## src/design/assert_macros.svh

```systemverilog
// Assertion helpers shared by the top module and the divider cell.
`ifndef ASSERT_MACROS_SVH
`define ASSERT_MACROS_SVH

// Same-cycle implication, checked outside reset.
`define PSSC_ASSERT_IMPL(label, clk, rst_n, ante, cons) \
    label: assert property (@(posedge clk) disable iff (!rst_n) (ante) |-> (cons)) \
        else $error("implication check failed");

// Plain invariant, checked outside reset.
`define PSSC_ASSERT_HOLD(label, clk, rst_n, cond) \
    label: assert property (@(posedge clk) disable iff (!rst_n) (cond)) \
        else $error("invariant check failed");

`endif

```

## src/design/pssc_pkg.sv

```systemverilog
`timescale 1ns / 1ps
package pssc_pkg;

    localparam int MIN_COV_W  = 18;
    localparam int MIN_CNT_W  = 16;
    localparam int CFG_DATA_W = 18;
    localparam int CFG_IDX_W  = 2;
    localparam int CONF_W     = 17;

    typedef enum logic [2:0] {
        BASE_A = 3'd0,
        BASE_C = 3'd1,
        BASE_G = 3'd2,
        BASE_T = 3'd3,
        BASE_N = 3'd4
    } t_base;

    typedef enum logic [CFG_IDX_W-1:0] {
        CFG_MIN_COV = 2'd0,
        CFG_MAX_COV = 2'd1,
        CFG_MIN_CNT = 2'd2,
        CFG_TOL_DEL = 2'd3
    } t_cfg_idx;

    typedef struct packed {
        logic [MIN_COV_W-1:0] min_cov;
        logic [MIN_COV_W-1:0] max_cov;
        logic [MIN_CNT_W-1:0] min_cnt;
        logic                 tol_del;
    } t_cfg;

    typedef struct packed {
        logic  covered;
        logic  snp;
        logic  biallelic;
        logic  ignored;
        t_base base;
    } t_site_flags;

endpackage

```

## src/design/pileup_site_status_consensus.sv

```systemverilog
`timescale 1ns / 1ps
// Channel   Direction  Handshake               Payload
// site      in         start & !busy           i_count_a/c/g/t/del
// result    out        o_valid, one cycle      o_covered .. o_confidence
// config    in         i_cfg_we                i_cfg_idx, i_cfg_data
//
// One site enters every cycle; busy stays low.
// Each accepted site passes through two front stages (sum and largest count,
// then coverage and flags), one cell per quotient bit of the 17-bit
// confidence, then the output register.
// Synchronous active-low reset clears the valid bits and the configuration; the data registers are not reset.
// The receiver cannot stall, so nothing is held back.
`include "assert_macros.svh"
module pileup_site_status_consensus
    import pssc_pkg::*;
#(
    parameter int COUNT_BITS = 16
) (
    input  logic                  i_clk,
    input  logic                  i_rst_n,
    input  logic                  start,
    output logic                  busy,
    input  logic [COUNT_BITS-1:0] i_count_a,
    input  logic [COUNT_BITS-1:0] i_count_c,
    input  logic [COUNT_BITS-1:0] i_count_g,
    input  logic [COUNT_BITS-1:0] i_count_t,
    input  logic [COUNT_BITS-1:0] i_count_del,
    output logic                  o_valid,
    output logic                  o_covered,
    output logic                  o_snp,
    output logic                  o_biallelic,
    output logic                  o_ignored,
    output logic [2:0]            o_consensus_base,
    output logic [CONF_W-1:0]     o_confidence,
    input  logic                  i_cfg_we,
    input  logic [CFG_IDX_W-1:0]  i_cfg_idx,
    input  logic [CFG_DATA_W-1:0] i_cfg_data
);

    localparam int SUM_W = COUNT_BITS + 2;

    t_cfg r_cfg;

    always_ff @(posedge i_clk) begin
        if (!i_rst_n) begin
            r_cfg <= '0;
        end else if (i_cfg_we) begin
            case (i_cfg_idx)
                CFG_MIN_COV: r_cfg.min_cov <= i_cfg_data[MIN_COV_W-1:0];
                CFG_MAX_COV: r_cfg.max_cov <= i_cfg_data[MIN_COV_W-1:0];
                CFG_MIN_CNT: r_cfg.min_cnt <= i_cfg_data[MIN_CNT_W-1:0];
                CFG_TOL_DEL: r_cfg.tol_del <= i_cfg_data[0];
                default: ;
            endcase
        end
    end

    assign busy = 1'b0;

    logic              w_valid [CONF_W+1];
    t_site_flags       w_flags [CONF_W+1];
    logic [SUM_W-1:0]  w_sum   [CONF_W+1];
    logic [SUM_W-1:0]  w_rem   [CONF_W+1];
    logic [CONF_W-1:0] w_quo   [CONF_W+1];

    pssc_front #(
        .COUNT_BITS (COUNT_BITS),
        .SUM_W      (SUM_W)
    ) u_front (
        .i_clk       (i_clk),
        .i_rst_n     (i_rst_n),
        .i_cfg       (r_cfg),
        .i_valid     (start && !busy),
        .i_count_a   (i_count_a),
        .i_count_c   (i_count_c),
        .i_count_g   (i_count_g),
        .i_count_t   (i_count_t),
        .i_count_del (i_count_del),
        .o_valid     (w_valid[0]),
        .o_flags     (w_flags[0]),
        .o_sum       (w_sum[0]),
        .o_max       (w_rem[0])
    );

    assign w_quo[0] = '0;

    for (genvar k = 0; k < CONF_W; k++) begin : g_cell
        pssc_div_cell #(
            .SUM_W (SUM_W),
            .FIRST (k == 0)
        ) u_cell (
            .i_clk   (i_clk),
            .i_rst_n (i_rst_n),
            .i_valid (w_valid[k]),
            .i_flags (w_flags[k]),
            .i_sum   (w_sum[k]),
            .i_rem   (w_rem[k]),
            .i_quo   (w_quo[k]),
            .o_valid (w_valid[k+1]),
            .o_flags (w_flags[k+1]),
            .o_sum   (w_sum[k+1]),
            .o_rem   (w_rem[k+1]),
            .o_quo   (w_quo[k+1])
        );
    end

    logic              r_valid;
    t_site_flags       r_flags;
    logic [CONF_W-1:0] r_conf;

    // drop the quotient of a site that is not covered
    always_ff @(posedge i_clk) begin
        if (!i_rst_n) begin
            r_valid <= 1'b0;
        end else begin
            r_valid <= w_valid[CONF_W];
        end
        r_flags <= w_flags[CONF_W];
        r_conf  <= w_flags[CONF_W].covered ? w_quo[CONF_W] : '0;
    end

    assign o_valid          = r_valid;
    assign o_covered        = r_flags.covered;
    assign o_snp            = r_flags.snp;
    assign o_biallelic      = r_flags.biallelic;
    assign o_ignored        = r_flags.ignored;
    assign o_consensus_base = r_flags.base;
    assign o_confidence     = r_conf;

    `PSSC_ASSERT_IMPL(a_snp_needs_cover, i_clk, i_rst_n, o_valid && o_snp, o_covered && !o_ignored)
    `PSSC_ASSERT_IMPL(a_bi_needs_snp, i_clk, i_rst_n, o_valid && o_biallelic, o_snp)
    `PSSC_ASSERT_IMPL(a_cover_base, i_clk, i_rst_n, o_valid, o_covered == (o_consensus_base != BASE_N))
    `PSSC_ASSERT_IMPL(a_conf_range, i_clk, i_rst_n, o_valid && o_covered, (o_confidence != '0) && (o_confidence <= 17'h10000))

endmodule

```

## src/design/pssc_front.sv

```systemverilog
`timescale 1ns / 1ps
module pssc_front
    import pssc_pkg::*;
#(
    parameter int COUNT_BITS = 16,
    parameter int SUM_W      = COUNT_BITS + 2
) (
    input  logic                  i_clk,
    input  logic                  i_rst_n,
    input  t_cfg                  i_cfg,
    input  logic                  i_valid,
    input  logic [COUNT_BITS-1:0] i_count_a,
    input  logic [COUNT_BITS-1:0] i_count_c,
    input  logic [COUNT_BITS-1:0] i_count_g,
    input  logic [COUNT_BITS-1:0] i_count_t,
    input  logic [COUNT_BITS-1:0] i_count_del,
    output logic                  o_valid,
    output t_site_flags           o_flags,
    output logic [SUM_W-1:0]      o_sum,
    output logic [SUM_W-1:0]      o_max
);

    localparam int CMP_W = (COUNT_BITS > MIN_CNT_W) ? COUNT_BITS : MIN_CNT_W;
    localparam int COV_W = (SUM_W > MIN_COV_W) ? SUM_W : MIN_COV_W;

    // stage A: sum, first largest count, allele and deletion tests
    logic [COUNT_BITS-1:0] w_cnt [4];
    logic [3:0]            w_pass;
    logic                  w_del_pass;
    logic [COUNT_BITS-1:0] w_max01, w_max23, w_max;
    t_base                 w_base01, w_base23, w_base;
    logic [SUM_W-1:0]      w_sum;

    logic                  r_a_valid;
    logic [SUM_W-1:0]      r_a_sum;
    logic [COUNT_BITS-1:0] r_a_max;
    t_base                 r_a_base;
    logic [3:0]            r_a_pass;
    logic                  r_a_del;

    assign w_cnt[0] = i_count_a;
    assign w_cnt[1] = i_count_c;
    assign w_cnt[2] = i_count_g;
    assign w_cnt[3] = i_count_t;

    always_comb begin
        for (int k = 0; k < 4; k++) begin
            w_pass[k] = (w_cnt[k] != '0) && (CMP_W'(w_cnt[k]) >= CMP_W'(i_cfg.min_cnt));
        end
        w_del_pass = (i_count_del != '0) && (CMP_W'(i_count_del) >= CMP_W'(i_cfg.min_cnt));
        w_sum = SUM_W'(i_count_a) + SUM_W'(i_count_c) + SUM_W'(i_count_g)
              + SUM_W'(i_count_t);
        // strict compares keep the earlier base on a tie
        if (i_count_c > i_count_a) begin
            w_max01  = i_count_c;
            w_base01 = BASE_C;
        end else begin
            w_max01  = i_count_a;
            w_base01 = BASE_A;
        end
        if (i_count_t > i_count_g) begin
            w_max23  = i_count_t;
            w_base23 = BASE_T;
        end else begin
            w_max23  = i_count_g;
            w_base23 = BASE_G;
        end
        if (w_max23 > w_max01) begin
            w_max  = w_max23;
            w_base = w_base23;
        end else begin
            w_max  = w_max01;
            w_base = w_base01;
        end
    end

    always_ff @(posedge i_clk) begin
        if (!i_rst_n) begin
            r_a_valid <= 1'b0;
        end else begin
            r_a_valid <= i_valid;
        end
        r_a_sum  <= w_sum;
        r_a_max  <= w_max;
        r_a_base <= w_base;
        r_a_pass <= w_pass;
        r_a_del  <= w_del_pass;
    end

    // stage B: coverage limits and flag resolution
    logic        w_cov, w_ign, w_covered;
    logic [2:0]  w_alleles;
    t_site_flags n_flags;
    logic        r_b_valid;
    t_site_flags r_b_flags;
    logic [SUM_W-1:0] r_b_sum, r_b_max;

    always_comb begin
        w_alleles = 3'(r_a_pass[0]) + 3'(r_a_pass[1]) + 3'(r_a_pass[2]) + 3'(r_a_pass[3]);
        w_cov = (r_a_sum != '0)
              && (COV_W'(r_a_sum) >= COV_W'(i_cfg.min_cov))
              && ((i_cfg.max_cov == '0) || (COV_W'(r_a_sum) <= COV_W'(i_cfg.max_cov)));
        w_ign     = w_cov && r_a_del && !i_cfg.tol_del;
        w_covered = w_cov && !w_ign;
        n_flags.covered   = w_covered;
        n_flags.snp       = w_covered && (w_alleles >= 3'd2);
        n_flags.biallelic = w_covered && (w_alleles == 3'd2);
        n_flags.ignored   = w_ign;
        n_flags.base      = w_covered ? r_a_base : BASE_N;
    end

    always_ff @(posedge i_clk) begin
        if (!i_rst_n) begin
            r_b_valid <= 1'b0;
        end else begin
            r_b_valid <= r_a_valid;
        end
        r_b_flags <= n_flags;
        r_b_sum   <= r_a_sum;
        r_b_max   <= SUM_W'(r_a_max);
    end

    assign o_valid = r_b_valid;
    assign o_flags = r_b_flags;
    assign o_sum   = r_b_sum;
    assign o_max   = r_b_max;

endmodule

```

## src/design/pssc_div_cell.sv

```systemverilog
`timescale 1ns / 1ps
`include "assert_macros.svh"
module pssc_div_cell
    import pssc_pkg::*;
#(
    parameter int SUM_W = 18,
    parameter bit FIRST = 1'b0
) (
    input  logic              i_clk,
    input  logic              i_rst_n,
    input  logic              i_valid,
    input  t_site_flags       i_flags,
    input  logic [SUM_W-1:0]  i_sum,
    input  logic [SUM_W-1:0]  i_rem,
    input  logic [CONF_W-1:0] i_quo,
    output logic              o_valid,
    output t_site_flags       o_flags,
    output logic [SUM_W-1:0]  o_sum,
    output logic [SUM_W-1:0]  o_rem,
    output logic [CONF_W-1:0] o_quo
);

    logic [SUM_W:0]    w_shift, w_diff;
    logic              w_ge;
    logic [SUM_W-1:0]  n_rem;
    logic [CONF_W-1:0] n_quo;

    logic              r_valid;
    t_site_flags       r_flags;
    logic [SUM_W-1:0]  r_sum, r_rem;
    logic [CONF_W-1:0] r_quo;

    // one restoring step: the first cell yields the integer bit, no shift
    always_comb begin
        w_shift = FIRST ? {1'b0, i_rem} : {i_rem, 1'b0};
        w_ge    = w_shift >= {1'b0, i_sum};
        w_diff  = w_shift - {1'b0, i_sum};
        n_rem   = w_ge ? w_diff[SUM_W-1:0] : w_shift[SUM_W-1:0];
        n_quo   = {i_quo[CONF_W-2:0], w_ge};
    end

    always_ff @(posedge i_clk) begin
        if (!i_rst_n) begin
            r_valid <= 1'b0;
        end else begin
            r_valid <= i_valid;
        end
        r_flags <= i_flags;
        r_sum   <= i_sum;
        r_rem   <= n_rem;
        r_quo   <= n_quo;
    end

    assign o_valid = r_valid;
    assign o_flags = r_flags;
    assign o_sum   = r_sum;
    assign o_rem   = r_rem;
    assign o_quo   = r_quo;

    // a covered site never has a zero divisor, and the partial remainder stays below it
    `PSSC_ASSERT_IMPL(a_rem_below_sum, i_clk, i_rst_n, r_valid && r_flags.covered, r_rem < r_sum)

endmodule
```

## config.mk

```make
export PLATFORM = sky130hd
export DESIGN_NAME = pileup_site_status_consensus
export DESIGN_NICKNAME = d
export VERILOG_FILES = /design/src/design/pssc_pkg.sv /design/src/design/pileup_site_status_consensus.sv /design/src/design/pssc_front.sv /design/src/design/pssc_div_cell.sv
export VERILOG_INCLUDE_DIRS = /design/src /design/src/design
export SDC_FILE = /design/constraint.sdc
export NUM_CORES = 2
export LEC_CHECK = 0
export BUFFER_PORTS_ARGS = -buffer_cell sky130_fd_sc_hd__buf_2
export CAP_MARGIN = 0
export CORE_UTILIZATION = 56
export CTS_CLUSTER_DIAMETER = 50
export DETAILED_ROUTE_END_ITERATION = 8
export HOLD_SLACK_MARGIN = 0.1
export PLACE_DENSITY = 0.76
export SYNTH_ARGS = -nofsm -noshare
export SYNTH_HDL_FRONTEND = slang
export SYNTH_SLANG_ARGS = --single-unit
```

## constraint.sdc

```tcl
create_clock -name i_clk -period 3.9 [get_ports i_clk]
set_input_delay 0.195 -clock i_clk [delete_from_list [all_inputs] [get_ports i_clk]]
set_output_delay 0.195 -clock i_clk [all_outputs]
set_load 0.1 [all_outputs]
```

==> impl_metrics.json <==
{
  "synth.most_common_cell": "dfxtp_1",
  "clkTransAtPathRegs_ns": 0.06,
  "grt_pass1_wl_microns": 162800,
  "pre_cts_ws_ns": -0.3185,
  "grt_overflow": 0,
  "synth_cell_types": 86,
  "start_util_pct": 56.72,
  "grt_pass1_vias": 32740,
  "min_path_type": "input port to flip-flop",
  "dr.pass1.iters": 8,
  "drt_iter0_drc": 1777,
  "hold_viol": 0,
  "finalSetupViolCount": 0,
  "maxCapViolations": 0,
  "syn_area_sq_um": 45830,
  "min_period_ns": 3.840,
  "synth_top_area_share_pct": 44.86,
  "clock_sinks": 1027,
  "drc": 5,
  "wirelength_microns": 101300,
  "slew_viol_final": 0,
  "grt_max_degree": 74,
  "worstPathMaxFanout": 9,
  "ff_latch_area_sq_um": 20560,
  "rr_startpoint": "g_cell[14].u_cell.o_sum[1]$_DFF_P_",
  "worstHoldPathCells": 4,
  "arrival_ns": 4.37,
  "skew_ns": 0.05580,
  "synth_commonest_cells": "dfxtp_1, inv_1, ha_1",
  "fill_cells": 6341,
  "drive_gt1_share_pct": 13.43,
  "min_from": "i_count_c[7]",
  "synth_flop_cell": "dfxtp_1",
  "syn_to_final_growth_pct": 15.63,
  "path_class": "input port to flip-flop",
  "relSlewSlack_pct": 27.99,
  "yosys.area.top_type": "dfxtp_1",
  "viasPerCell": 5.401,
  "async_flop_share_pct": 0,
  "fmax_mhz": 260.4,
  "dp_hpwl_microns": 77110,
  "tritoncts": "yes",
  "antenna_found_initial": 1,
  "cts_root_buf": "clkbuf_16",
  "syn_inst": 4617,
  "clk_latency_ns": 0.70,
  "antenna_cells": 0,
  "min_delay_worst_endpoint": "u_front.r_a_max[7]$_DFF_P_",
  "finish.utilization_pct": 65.59,
  "die_w_microns": 288.1,
  "rr_worst_depth": 12,
  "status": "complete, but fails checks",
  "failed_checks": "design-rule violations",
  "place_congestion": 0.9621,
  "final.period_utilization_pct": 98.47,
  "ys_warn_count": 0,
  "syn-num-nets": 5258,
  "io_pins": 130,
  "synthTopCellsByArea": "dfxtp_1, ha_1, inv_1",
  "r2r_end": "g_cell[15].u_cell.o_rem[14]$_DFF_P_",
  "start_kind": "input port",
  "synth_edf_count": 0,
  "whs_ns": 0.1261,
  "core_sq_um": 80810,
  "syn_area_per_cell_sq_um": 9.927,
  "layout_setup_ws_ns": 0.05953,
  "die-area_sq_um": 82990,
  "port_buffers": 128,
  "ys_ff_latch": 1027,
  "multi_input_area_sq_um": 22880,
  "reg2reg_slack_ns": 0.30,
  "grt_usage_pct": 24.19,
  "avgRoutedWirePerCell_microns": 16.50,
  "worst-slew-pin-transition_ns": 1.076,
  "antenna_left": 0,
  "cp.required_ns": 4.43,
  "clock_path_buffers": 3,
  "num_rows": 104,
  "ys_seq_area_share_pct": 44.86,
  "die_y_microns": 288.1,
  "endpoint_kind": "flip-flop",
  "numCtsBuffers": 108,
  "final_nets": 5631,
  "num_vias": 33160,
  "cts_max_level": 3
}
worst max-delay path: stages:
cell and delay [ns]:
dlygate4sd3_1 0.52, buf_2 0.11, inv_1 0.08, ha_1 0.31, nand4_1 0.17, nor3_2 0.23, o21ai_1 0.12, o211a_1 0.15
a21oi_4 0.18, buf_4 0.18, buf_12 0.14, mux2i_1 0.26, inv_1 0.07, ha_1 0.30, nand4_1 0.17, or2_2 0.39
o221ai_2 0.23, o31ai_4 0.11, buf_4 0.16, buf_12 0.14, mux2i_2 0.14
final cells by class:
| cell class | instances | area share, % |
|---|---|---|
| tap | 1060 | 2.502 |
| clock buffer | 145 | 5.683 |
| timing repair buffer | 335 | 4.479 |
| inverter | 570 | 4.037 |
| sequential | 1027 | 38.79 |
| multi-input combinational | 2948 | 43.16 |
| clock inverter | 55 | 1.343 |
state kept, by name (all words and copies together), names as in the netlist, 2 cells and up:
name and cells:
g_cell.u_cell.o_rem 288, g_cell.u_cell.o_sum 288, g_cell.u_cell.o_quo 153, g_cell.u_cell.o_flags 119, r_cfg 53, u_front.o_sum 18
u_front.r_a_sum 18, g_cell.u_cell.o_valid 17, o_confidence 17, u_front.o_max 16, u_front.r_a_max 16, u_front.o_flags 7
u_front.r_a_pass 4, o_consensus_base 3, u_front.r_a_base 2
cell usage in the layout (no fill, tap or decap), types with 128 or more instances in the layout:
| cell | Yosys | final |
|---|---|---|
| dfxtp_1 | 1027 | 1027 |
| inv_1 | 570 | 570 |
| ha_1 | 502 | 501 |
| nand2_1 | 287 | 287 |
| a21oi_1 | 276 | 274 |
| nor2_1 | 194 | 194 |
| o21ai_0 | 171 | 168 |
| xnor2_1 | 166 | 166 |
| a21o_1 | 162 | 162 |
| mux2_2 | 160 | 160 |
| buf_4 | 1 | 154 |
| buf_2 | 16 | 128 |
kinds of logic after synthesis:
group                    Yosys count  synth area share, %
flip-flops                      1027                44.86
other                              1             0.008182
multiplexers                     232                5.523
XOR/XNOR                         245                4.682
AO/OA/AOI/OAI                    963                13.78
adder cells (fa/ha/maj)          537                15.23
buffers and inverters            642                5.383
AND/OR/NAND/NOR                  970                10.54
metrics by stage:
| stage | setup TNS [ns] | cell area [sq um] | std cells |
|---|---|---|---|
| floorplan | 0 | 45840 | 4617 |
| global placement | -2.782 | 48690 | 5888 |
| detailed placement | -5.510 | 48690 | 5888 |
| CTS | 0 | 52900 | 6136 |
| global route | -1.077 | 53000 | 6140 |
| finish | 0 | 53000 | 6140 |
how the worst max path moves through the flow:
stage,start,endpoint,slack (ns),depth (start not counted)
2_1_floorplan,i_count_a[1],u_front.r_a_base[0]$_DFF_P_,0.02,21
3_3_place_gp,i_count_a[1],u_front.r_a_base[0]$_DFF_P_,-0.15,23
3_5_place_dp,i_count_a[1],u_front.r_a_max[8]$_DFF_P_,-0.32,23
4_1_cts,i_count_g[7],u_front.r_a_max[11]$_DFF_P_,0.05,23
5_1_grt,i_count_g[7],u_front.r_a_max[7]$_DFF_P_,-0.08,21
6_report,i_count_g[7],u_front.r_a_max[7]$_DFF_P_,0.06,21
repair_timing:
item | 4_1_cts | 5_1_grt
setup buffers | 0 | 3
endpoints found under the hold margin | 66 | 0
setup endpoints to repair | 0 | 19
gates resized for setup | 0 | 14
hold buffers | 48 | 0
layer usage:
layer | global-route usage, % | vias to the layer above | part of all wire [%]
met5 | 0 | - | 0
met4 | 8.690 | 0 | 3.0
met3 | 3.653 | 200 | 4.8
met2 | 42.73 | 766 | 49
met1 | 29.68 | 15550 | 43
li1 | - | 16650 | -
Power is not shown: default switching activity piles up to over one toggle a cycle in this logic, so the estimate is an artifact.
